==> src/hss_pkg.sv <==
// types, constants and period arithmetic for the half-step stepper sequencer
`default_nettype none

package hss_pkg;

  localparam int SAMPLE_BITS     = 12;
  localparam int STEP_COUNT_BITS = 16;
  localparam int SETTLE_BITS     = 10;
  localparam int TICK_BITS       = 11;
  localparam int CFG_INDEX_BITS  = 3;
  localparam int CFG_DATA_BITS   = (SAMPLE_BITS > SETTLE_BITS) ? SAMPLE_BITS : SETTLE_BITS;
  // dividend of the divide-by-full-scale unit, and the jog product before halving
  localparam int DIV_IN_BITS     = SAMPLE_BITS + 11;
  localparam int PROD_BITS       = DIV_IN_BITS + 1;

  localparam logic [SAMPLE_BITS-1:0] SAMPLE_FULL = '1;
  localparam logic [9:0]  CMD_SCALE = 10'd499;
  localparam logic [11:0] JOG_SCALE = 12'd2495;

  // register reset values
  localparam logic [SETTLE_BITS-1:0] SETTLE_RESET  = SETTLE_BITS'(100);
  localparam logic [SAMPLE_BITS-1:0] FWD_ON_RESET  = SAMPLE_BITS'(2458);
  localparam logic [SAMPLE_BITS-1:0] FWD_OFF_RESET = SAMPLE_BITS'(2376);
  localparam logic [SAMPLE_BITS-1:0] REV_ON_RESET  = SAMPLE_BITS'(1638);
  localparam logic [SAMPLE_BITS-1:0] REV_OFF_RESET = SAMPLE_BITS'(1720);

  typedef enum logic [1:0] {
    ACT_TICK  = 2'd0,
    ACT_START = 2'd1,
    ACT_ABORT = 2'd2
  } action_t;

  typedef enum logic [CFG_INDEX_BITS-1:0] {
    REG_MANUAL_MODE  = 3'd0,
    REG_SETTLE_TICKS = 3'd1,
    REG_FWD_ON       = 3'd2,
    REG_FWD_OFF      = 3'd3,
    REG_REV_ON       = 3'd4,
    REG_REV_OFF      = 3'd5
  } cfg_reg_t;

  typedef enum logic [1:0] {
    IND_COMMAND    = 2'd0,
    IND_MANUAL_OFF = 2'd1,
    IND_MANUAL_ON  = 2'd2
  } indicator_t;

  typedef enum logic [4:0] {
    ST_IDLE     = 5'b00001,
    ST_MOVING   = 5'b00010,
    ST_SETTLING = 5'b00100,
    ST_JOG_FWD  = 5'b01000,
    ST_JOG_REV  = 5'b10000
  } run_state_t;

  typedef struct packed {
    logic [1:0]                 action;
    logic                       direction;
    logic [STEP_COUNT_BITS-1:0] step_count;
    logic [SAMPLE_BITS-1:0]     speed_sample;
    logic [SAMPLE_BITS-1:0]     joy_sample;
    logic                       jog_enabled;
  } item_t;

  typedef struct packed {
    logic [3:0]                 coils;
    logic                       busy_res;
    logic                       jogging;
    logic [STEP_COUNT_BITS-1:0] steps_left;
    logic [1:0]                 indicator;
  } result_t;

  // half-step coil table, bit3 A, bit2 B, bit1 A_, bit0 B_
  function automatic logic [3:0] coil_pattern(input logic [2:0] phase);
    logic [3:0] c;
    unique case (phase)
      3'd0:    c = 4'b1000;
      3'd1:    c = 4'b1100;
      3'd2:    c = 4'b0100;
      3'd3:    c = 4'b0110;
      3'd4:    c = 4'b0010;
      3'd5:    c = 4'b0011;
      3'd6:    c = 4'b0001;
      default: c = 4'b1001;
    endcase
    return c;
  endfunction

  // floor(x / (2^SAMPLE_BITS - 1)) by folding the high part back twice
  function automatic logic [TICK_BITS-1:0] div_full(input logic [DIV_IN_BITS-1:0] x);
    logic [DIV_IN_BITS-1:0] q0;
    logic [DIV_IN_BITS-1:0] r0;
    logic [DIV_IN_BITS-1:0] q1;
    logic [DIV_IN_BITS-1:0] r1;
    logic [DIV_IN_BITS-1:0] q;
    q0 = x >> SAMPLE_BITS;
    r0 = DIV_IN_BITS'(x[SAMPLE_BITS-1:0]) + q0;
    q1 = r0 >> SAMPLE_BITS;
    r1 = DIV_IN_BITS'(r0[SAMPLE_BITS-1:0]) + q1;
    q  = q0 + q1 + DIV_IN_BITS'(r1 >= DIV_IN_BITS'(SAMPLE_FULL));
    return q[TICK_BITS-1:0];
  endfunction

  // commanded phase length: 1 + 499 * s / full
  function automatic logic [TICK_BITS-1:0] cmd_period(input logic [SAMPLE_BITS-1:0] s);
    logic [DIV_IN_BITS-1:0] p;
    p = DIV_IN_BITS'(s) * DIV_IN_BITS'(CMD_SCALE);
    return div_full(p) + TICK_BITS'(1);
  endfunction

  // jog phase length: 1 + 1247.5 * z / full, z = y backward or full - y forward
  function automatic logic [TICK_BITS-1:0] jog_period(input logic [SAMPLE_BITS-1:0] z);
    logic [PROD_BITS-1:0] p;
    p = PROD_BITS'(z) * PROD_BITS'(JOG_SCALE);
    return div_full(p[PROD_BITS-1:1]) + TICK_BITS'(1);
  endfunction

endpackage

`default_nettype wire

==> src/half_step_stepper_sequencer_unit.sv <==
// Half-step stepper sequencer: one result per transaction, carried through an input register
// and then a result register; one transaction per cycle sustained while out_ready holds;
// phase periods are worked out ahead of the input register. Synchronous reset clears
// control state and out_valid and loads register defaults (command mode, settle 100
// ticks, default jog levels); the result register itself is not reset.
`default_nettype none

module half_step_stepper_sequencer_unit (
  input  wire                                clk,
  input  wire                                rst,
  input  wire                                in_valid,
  output logic                               in_ready,
  input  wire  hss_pkg::item_t               in_data,
  output logic                               out_valid,
  input  wire                                out_ready,
  output hss_pkg::result_t                   out_data,
  input  wire                                cfg_we,
  input  wire  [hss_pkg::CFG_INDEX_BITS-1:0] cfg_index,
  input  wire  [hss_pkg::CFG_DATA_BITS-1:0]  cfg_data
);

  typedef struct packed {
    hss_pkg::item_t                  item;
    logic [hss_pkg::TICK_BITS-1:0]   cmd_per;
    logic [hss_pkg::TICK_BITS-1:0]   fwd_per;
    logic [hss_pkg::TICK_BITS-1:0]   rev_per;
  } stage_t;

  // configuration registers
  logic                                manual_mode;
  logic [hss_pkg::SETTLE_BITS-1:0]     settle_ticks;
  logic [hss_pkg::SAMPLE_BITS-1:0]     fwd_on_level;
  logic [hss_pkg::SAMPLE_BITS-1:0]     fwd_off_level;
  logic [hss_pkg::SAMPLE_BITS-1:0]     rev_on_level;
  logic [hss_pkg::SAMPLE_BITS-1:0]     rev_off_level;

  // sequencer state
  hss_pkg::run_state_t                 run_state, run_state_next;
  logic [2:0]                          phase_index, phase_index_next;
  logic                                move_direction, move_direction_next;
  logic [hss_pkg::STEP_COUNT_BITS-1:0] remaining_steps, remaining_steps_next;
  logic [hss_pkg::TICK_BITS-1:0]       tick_counter, tick_counter_next;

  // pipeline
  logic                                stage_valid;
  stage_t                              stage;
  logic                                out_load;
  logic                                mode_flip;
  hss_pkg::result_t                    result_next;
  logic [hss_pkg::TICK_BITS-1:0]       tdec;

  assign out_load = stage_valid && (!out_valid || out_ready);
  assign in_ready = !stage_valid || out_load;
  assign mode_flip = cfg_we && (cfg_index == hss_pkg::REG_MANUAL_MODE)
                     && (cfg_data[0] != manual_mode);

  // input register, periods computed from the incoming samples
  always_ff @(posedge clk) begin
    if (in_valid && in_ready) begin
      stage.item    <= in_data;
      stage.cmd_per <= hss_pkg::cmd_period(in_data.speed_sample);
      stage.fwd_per <= hss_pkg::jog_period(~in_data.joy_sample);
      stage.rev_per <= hss_pkg::jog_period(in_data.joy_sample);
    end
  end

  always_ff @(posedge clk) begin
    if (rst) begin
      stage_valid <= 1'b0;
    end else if (in_valid && in_ready) begin
      stage_valid <= 1'b1;
    end else if (out_load) begin
      stage_valid <= 1'b0;
    end
  end

  // configuration writes
  always_ff @(posedge clk) begin
    if (rst) begin
      manual_mode   <= 1'b0;
      settle_ticks  <= hss_pkg::SETTLE_RESET;
      fwd_on_level  <= hss_pkg::FWD_ON_RESET;
      fwd_off_level <= hss_pkg::FWD_OFF_RESET;
      rev_on_level  <= hss_pkg::REV_ON_RESET;
      rev_off_level <= hss_pkg::REV_OFF_RESET;
    end else if (cfg_we) begin
      case (cfg_index)
        hss_pkg::REG_MANUAL_MODE:  manual_mode   <= cfg_data[0];
        hss_pkg::REG_SETTLE_TICKS: settle_ticks  <= cfg_data[hss_pkg::SETTLE_BITS-1:0];
        hss_pkg::REG_FWD_ON:       fwd_on_level  <= cfg_data[hss_pkg::SAMPLE_BITS-1:0];
        hss_pkg::REG_FWD_OFF:      fwd_off_level <= cfg_data[hss_pkg::SAMPLE_BITS-1:0];
        hss_pkg::REG_REV_ON:       rev_on_level  <= cfg_data[hss_pkg::SAMPLE_BITS-1:0];
        hss_pkg::REG_REV_OFF:      rev_off_level <= cfg_data[hss_pkg::SAMPLE_BITS-1:0];
        default: ;
      endcase
    end
  end

  // next state for the transaction in the input register
  always_comb begin
    run_state_next       = run_state;
    phase_index_next     = phase_index;
    move_direction_next  = move_direction;
    remaining_steps_next = remaining_steps;
    tick_counter_next    = tick_counter;
    tdec                 = tick_counter - hss_pkg::TICK_BITS'(tick_counter != '0);

    case (stage.item.action)
      hss_pkg::ACT_ABORT: begin
        run_state_next       = hss_pkg::ST_IDLE;
        remaining_steps_next = '0;
        tick_counter_next    = '0;
      end
      hss_pkg::ACT_START: begin
        if (!manual_mode && run_state == hss_pkg::ST_IDLE && stage.item.step_count != '0) begin
          move_direction_next  = stage.item.direction;
          phase_index_next     = stage.item.direction ? 3'd7 : 3'd0;
          remaining_steps_next = stage.item.step_count - hss_pkg::STEP_COUNT_BITS'(1);
          tick_counter_next    = stage.cmd_per;
          run_state_next       = hss_pkg::ST_MOVING;
        end
      end
      hss_pkg::ACT_TICK: begin
        if (!manual_mode) begin
          // commanded move and settle countdown
          priority case (run_state)
            hss_pkg::ST_MOVING: begin
              tick_counter_next = tdec;
              if (tdec == '0) begin
                if (remaining_steps != '0) begin
                  phase_index_next     = phase_index + (move_direction ? 3'd7 : 3'd1);
                  remaining_steps_next = remaining_steps - hss_pkg::STEP_COUNT_BITS'(1);
                  tick_counter_next    = stage.cmd_per;
                end else if (settle_ticks == '0) begin
                  run_state_next       = hss_pkg::ST_IDLE;
                  remaining_steps_next = '0;
                  tick_counter_next    = '0;
                end else begin
                  run_state_next    = hss_pkg::ST_SETTLING;
                  tick_counter_next = hss_pkg::TICK_BITS'(settle_ticks);
                end
              end
            end
            hss_pkg::ST_SETTLING: begin
              tick_counter_next = tdec;
              if (tdec == '0) begin
                run_state_next       = hss_pkg::ST_IDLE;
                remaining_steps_next = '0;
              end
            end
            default: begin
              run_state_next       = hss_pkg::ST_IDLE;
              remaining_steps_next = '0;
              tick_counter_next    = '0;
            end
          endcase
        end else begin
          // joystick jog with hysteresis
          if (run_state == hss_pkg::ST_MOVING || run_state == hss_pkg::ST_SETTLING ||
              !stage.item.jog_enabled ||
              (run_state == hss_pkg::ST_JOG_FWD && stage.item.joy_sample < fwd_off_level) ||
              (run_state == hss_pkg::ST_JOG_REV && stage.item.joy_sample > rev_off_level)) begin
            run_state_next       = hss_pkg::ST_IDLE;
            remaining_steps_next = '0;
            tick_counter_next    = '0;
          end
          if (stage.item.jog_enabled) begin
            if (run_state_next == hss_pkg::ST_JOG_FWD || run_state_next == hss_pkg::ST_JOG_REV) begin
              tick_counter_next = tdec;
              if (tdec == '0) begin
                phase_index_next  = phase_index + (move_direction ? 3'd7 : 3'd1);
                tick_counter_next = move_direction ? stage.rev_per : stage.fwd_per;
              end
            end else if (stage.item.joy_sample >= fwd_on_level) begin
              move_direction_next  = 1'b0;
              phase_index_next     = 3'd0;
              run_state_next       = hss_pkg::ST_JOG_FWD;
              remaining_steps_next = '0;
              tick_counter_next    = stage.fwd_per;
            end else if (stage.item.joy_sample <= rev_on_level) begin
              move_direction_next  = 1'b1;
              phase_index_next     = 3'd7;
              run_state_next       = hss_pkg::ST_JOG_REV;
              remaining_steps_next = '0;
              tick_counter_next    = stage.rev_per;
            end
          end
        end
      end
      default: ;
    endcase
  end

  // result for the transaction, taken from the updated state
  always_comb begin
    result_next.coils      = (run_state_next == hss_pkg::ST_IDLE) ? 4'b0000
                             : hss_pkg::coil_pattern(phase_index_next);
    result_next.busy_res   = (run_state_next == hss_pkg::ST_MOVING) ||
                             (run_state_next == hss_pkg::ST_SETTLING);
    result_next.jogging    = (run_state_next == hss_pkg::ST_JOG_FWD) ||
                             (run_state_next == hss_pkg::ST_JOG_REV);
    result_next.steps_left = (run_state_next == hss_pkg::ST_MOVING) ? remaining_steps_next : '0;
    result_next.indicator  = !manual_mode ? hss_pkg::IND_COMMAND
                             : (stage.item.jog_enabled ? hss_pkg::IND_MANUAL_ON
                                                       : hss_pkg::IND_MANUAL_OFF);
  end

  // state registers, a mode change drops any activity
  always_ff @(posedge clk) begin
    if (rst) begin
      run_state       <= hss_pkg::ST_IDLE;
      phase_index     <= 3'd0;
      move_direction  <= 1'b0;
      remaining_steps <= '0;
      tick_counter    <= '0;
    end else if (mode_flip) begin
      run_state       <= hss_pkg::ST_IDLE;
      remaining_steps <= '0;
      tick_counter    <= '0;
    end else if (out_load) begin
      run_state       <= run_state_next;
      phase_index     <= phase_index_next;
      move_direction  <= move_direction_next;
      remaining_steps <= remaining_steps_next;
      tick_counter    <= tick_counter_next;
    end
  end

  // result register
  always_ff @(posedge clk) begin
    if (out_load) begin
      out_data <= result_next;
    end
  end

  always_ff @(posedge clk) begin
    if (rst) begin
      out_valid <= 1'b0;
    end else if (out_load) begin
      out_valid <= 1'b1;
    end else if (out_ready) begin
      out_valid <= 1'b0;
    end
  end

endmodule

`default_nettype wire

==> config.mk <==
export PLATFORM = sky130hd
export DESIGN_NAME = half_step_stepper_sequencer_unit
export DESIGN_NICKNAME = d
export VERILOG_FILES = /design/src/hss_pkg.sv /design/src/half_step_stepper_sequencer_unit.sv
export SDC_FILE = /design/constraint.sdc
export NUM_CORES = 1
export LEC_CHECK = 0
export BUFFER_PORTS_ARGS = -buffer_cell sky130_fd_sc_hd__buf_4
export CORE_UTILIZATION = 50
export CTS_CLUSTER_SIZE = 40
export DETAILED_ROUTE_END_ITERATION = 16
export GPL_TIMING_DRIVEN = 1
export MAX_ROUTING_LAYER = met4
export PLACE_DENSITY_LB_ADDON = 0.15
export SLEW_MARGIN = 20
export SYNTH_ARGS = -nofsm -noshare
export SYNTH_HDL_FRONTEND = slang
export SYNTH_SLANG_ARGS = --single-unit
==> constraint.sdc <==
create_clock -name clk -period 35.1 [get_ports clk]
set_input_delay 5.265 -clock clk [delete_from_list [all_inputs] [get_ports clk]]
set_output_delay 5.265 -clock clk [all_outputs]
set_load 0.1 [all_outputs]
==> run metrics, run 1 <==
leading area contributor after synthesis ha_1; CP Buf/Inv Count 7; vias in the first global route 17.4k; Reg clk slew, reported paths ~0.07 ns; Crit path arrival time roughly 15 ns; Finished Layout Cells 3056; most used routing layer met2; Avg Synthesized Cell Area 8.68 um2; Fin Setup TNS 0 ns; post-DR vias/cell 5.72; Routed Antenna Nets 0; mapped cell area 21400 um2; Worst Tran Pin Value 1.10 ns; core area approximately 42000 um2; Post-synth top cells inv_1, ha_1, nand2_1; # nets final between 3k and 4k; Yosys warnings 0; register area share after synthesis a little over a fifth; status complete, no violations; Hold Crit Depth 2; Clock Path Buffers 2; Syn Nets slightly below 3k; Final Hold Violating Endpoints 0; M1 GR Usage 34.9%; GRT Resource Usage Total between 20% and 30%; Setup crit end kind register; die width approximately 210 um; H-tree lvl count 4; post-CTS sizing 0; DRC Markers 0; clk_lat worst skew between 0.4 and 0.5 ns; first-pass GRT wire length 93800 um; RSZ-0062 raised after global routing no; critical path's slowest cell fa_1; final setup violation count 0; Routed WL per cell ~19 um; clock root cell clkbuf_16; Initial DRT Pass Iterations 7; antenna violations before repair 0; Hold Crit Class reg -> reg; placed insts ~3k; Async SR Flop Fraction 0%; Crit path depth 40; WHS Endpoint rev_on_level[11]$_SDFFE_PP0P_; Startpoint Class input pin; WS Path Type in -> reg; Clock Skews around 0.013 ns; Filler Cells Inserted 3899; P&R area growth vs syn 7.93%; HP Start rev_on_level[11]$_SDFFE_PP0P_; final period utilization a little over two fifths; top-count cell post-synth inv_1; Initial Util between 50% and 60%; max-capacitance violation count 0; layout cell share with drive strength beyond 1 roughly 7.5%; Rows 75; Mapped Cells 2461; Synth top area share 16.7%; Worst Path Max Fanout 8; Final HPWL DP between 40000 and 50000 um; Period minus WS final around 15 ns; via count about 17k; Distinct cells, synth 102; FF-to-FF End out_data[14]$_SDFFCE_PN0P_; largest net degree at the start of global routing slightly below 70; R2R cell count 14; clock sink total 185; TritonCTS buffer count 17; PortBufs a little under 90; CTS tree yes; Routed WL roughly 59000 um; initial drt markers 1168; Main synth FF type dfxtp_1; Ports 90; GR Util met3 2.60%; number of synthesized flops with an enable pin just under 90; ant diodes 0; Rel. slew slack between 20% and 30%; r2r setup slk approximately 30 ns; CP top delay family adder cells; number of synthesized register bits between 150 and 200; Max Slew Vio Count 0; die area roughly 44000 um2; Worst EP required between 30 and 40 ns; fmax about 0.066 GHz; hold buffers post-CTS 0; final global-route overflow total 0; setup bufs post-CTS 0; Die Y 209 um; met2 Usage GRT between 40% and 50%; top post-synthesis cells by area ha_1, fa_1, edfxtp_1; reg2reg start tick_counter[4]$_SDFFE_PP0P_; GPL Wtd Cong 0.935; slowest stage delay, CP roughly 0.6 ns
[worst reg2reg max path: cells and delay by family (launching register included)]
family                     cells  cell delay (ns)
and+or+nand+nor                7             2.25
AOI/OAI and AO/OA              4             1.42
DFF                            1             0.44
adders and majority gates      2             0.44
xor gates and xnor gates       1             0.43
[placed cells by master (no fill, tap or decap), types with 17 or more instances in the layout]
master       n
a211o_1     21
a211oi_1    23
a21o_1      31
a21oi_1    170
buf_4      100
clkbuf_16   19
dfxtp_1     97
edfxtp_1    88
fa_1       149
ha_1       285
inv_1      385
mux2i_1     23
nand2_1    234
nand3_1     48
nor2_1     157
nor2b_1     24
nor3_1      56
o211ai_1    26
o21a_1      17
o21ai_0     79
or3_1       23
xnor2_1    107
xor2_1      28
[metal layers]
layer | part of all wire, % | up-vias
met5 | 0 | -
met4 | 2.7 | 0
met3 | 4.2 | 87
met2 | 49 | 458
met1 | 44 | 8380
li1 | - | 8549
[worst max-delay path by stage]
| stage | to | slack (ns) | startpoint |
|---|---|---|---|
| final | stage[10]$_DFFE_PP_ | 19.85 | in_data[12] |
| after floorplan | stage[10]$_DFFE_PP_ | 20.29 | in_data[12] |
| after CTS | stage[10]$_DFFE_PP_ | 19.83 | in_data[12] |
| after global placement | stage[10]$_DFFE_PP_ | 19.51 | in_data[12] |
| after global routing | stage[10]$_DFFE_PP_ | 19.15 | in_data[8] |
| after detailed placement | stage[10]$_DFFE_PP_ | 19.36 | in_data[12] |
[cell type report]
| cell class | instances | area, um2 | share of cell area [%] |
|---|---|---|---|
| multi-input combinational | 1812 | 15000 | 65.2 |
| tap | 539 | 674 | 2.93 |
| clock inverter | 10 | 62.6 | 0.271 |
| timing repair buffer | 100 | 751 | 3.26 |
| sequential | 185 | 4580 | 19.9 |
| clock buffer | 22 | 497 | 2.16 |
| inverter | 388 | 1460 | 6.32 |
[logic make-up after synthesis]
kind of cell               synth area share (%)
AOI/OAI and AO/OA                          17.3
adders and majority gates                  30.7
xor gates and xnor gates                   5.86
and+or+nand+nor                            15.1
DFF                                        21.5
muxes                                      1.24
buffers and inverters                      8.30
[metrics by stage]
stage	hold WS, ns	utilization, %	setup slack (ns)	area (um2)
finish	0.461	54.8	19.85	23000
global route	0.477	54.8	19.15	23000
CTS	0.461	54.8	19.83	23000
detailed placement	0.451	53.5	19.36	22500
global placement	0.442	53.5	19.51	22500
floorplan	0.436	-	20.29	21400
[registers in the layout, summed over array words and instances (netlist names)]
signal	cells
rev_off_level	12
out_data	24
tick_counter	11
fwd_off_level	12
settle_ticks	10
fwd_on_level	12
stage_valid	1
move_direction	1
run_state	5
out_valid	1
stage	64
remaining_steps	16
rev_on_level	12
phase_index	3
manual_mode	1
Power of run 1 is not shown: default switching activity piles up to over one toggle a cycle in this logic, so the estimate is an artifact.
==> inputs of run 2 (changes only) <==
==> constraint.sdc (replaced) <==
create_clock -name clk -period 14.5 [get_ports clk]
set_input_delay 2.175 -clock clk [delete_from_list [all_inputs] [get_ports clk]]
set_output_delay 2.175 -clock clk [all_outputs]
set_load 0.1 [all_outputs]
==> run metrics, run 2 (synthesis gave the netlist of run 1 again) <==
status complete, no violations; final global-route overflow total 0; hold slack final ~0.46 ns; Worst Path Max Fanout 6; RSZ-0062 raised after global routing no; crit path from in_data[8]; Filler Cells Inserted 3940; DRC Markers 0; die area roughly 44000 um2; GRT Resource Usage Total approximately 29%; final setup violation count 0; clock root cell clkbuf_16; Worst EP required ~15 ns; critical path's slowest cell fa_1; Final Util between 50% and 60%; Fin Setup TNS 0 ns; max reg flops 64; Max Slew Vio Count 0; Ports 90; max-capacitance violation count 0; # nets final ~3k; Crit path arrival time about 13 ns; die width approximately 210 um; Initial DRT Pass Iterations 7; post-DR vias/cell ~5.8; commonest non-fill, non-tap cell in the layout inv_1; clk_lat worst skew 0.46 ns; GPL Wtd Cong 0.939; Final Hold Violating Endpoints 0; first-pass GRT wire length between 90000 and 100000 um; P&R area growth vs syn 8.01%; Clock Skews approximately 0.011 ns; PortBufs between 80 and 90; Hold Crit Class reg -> reg; Routed WL per cell roughly 19 um; Startpoint Class input pin; final period utilization 85.0%; Clock Path Buffers 2; Initial Util between 50% and 60%; WS Path Type in -> reg; TritonCTS buffer count 17; CTS tree yes; commonest cells after routing, fill and taps aside inv_1, ha_1, nand2_1; Reg clk slew, reported paths roughly 0.070 ns; vias in the first global route between 15k and 20k; Rows 75; layout cell share with drive strength beyond 1 7.43%; clock sink total around 190; post-CTS sizing 0; via count approximately 18k; Worst Tran Pin Value 1.11 ns; Most flops, register stage; Routed WL 58600 um; Setup crit end kind register; slowest stage delay, CP about 0.65 ns; Final HPWL DP 48000 um; fmax about 0.081 GHz; reg2reg start tick_counter[4]$_SDFFE_PP0P_; initial drt markers ~1.2k; Period minus WS final between 10 and 15 ns; HP Start fwd_off_level[9]$_SDFFE_PP0P_; largest registers stage (64), out_data (24), remaining_steps (16); Routed Antenna Nets 0; H-tree lvl count 4; core area 42000 um2; setup bufs post-CTS 0; ant diodes 0; Rel. slew slack roughly a quarter; antenna violations before repair 0; Die Y ~210 um; largest net degree at the start of global routing 68; hold buffers post-CTS 0
run 2: metal layers:
metal  part of all wire [%]  GRT usage (%)  wire length [um]
met1                     43           35.2             25400
met2                     50           49.4             29200
met3                    3.8           2.49              2240
met4                    2.9           10.1              1730
met5                      0              -                 0
run 2: worst max-delay path, delay by kind of cell:
| family | cells | cell delay (ns) |
|---|---|---|
| adder cells (fa/ha/maj) | 12 | 4.64 |
| AND/OR/NAND/NOR | 9 | 1.66 |
| XOR/XNOR | 3 | 0.84 |
| buffers and inverters | 8 | 0.64 |
| AO/OA/AOI/OAI | 11 | 2.55 |
run 2: cell type report:
cell class              count  area [um2]  share of cell area [%]
multi-input cells        1812       15000                    65.1
repair buffers            101         758                    3.29
clock buffers              27         539                    2.34
inverters                 388        1460                    6.32
clock inverters             5        30.0                   0.130
flip-flops and latches    185        4580                    19.9
well taps                 539         674                    2.92
run 2: per-stage QoR:
stage	cell area, um2	instances	setup slack [ns]
3_5_place_dp	22500	3025	1.67
2_1_floorplan	21400	2461	2.78
3_3_place_gp	22500	3025	2.00
4_1_cts	23100	3057	2.17
6_report	23100	3057	2.17
5_1_grt	23100	3057	1.49
run 2: worst paths after layout:
kind                                   end  slack, ns  cells past startpoint
max                    stage[10]$_DFFE_PP_       2.17                     43
min reg2reg  fwd_off_level[9]$_SDFFE_PP0P_       0.46                      2
max reg2reg     out_data[14]$_SDFFCE_PN0P_       9.27                     14
min          fwd_off_level[9]$_SDFFE_PP0P_       0.46                      2
Power of run 2 is left out for the same reason.
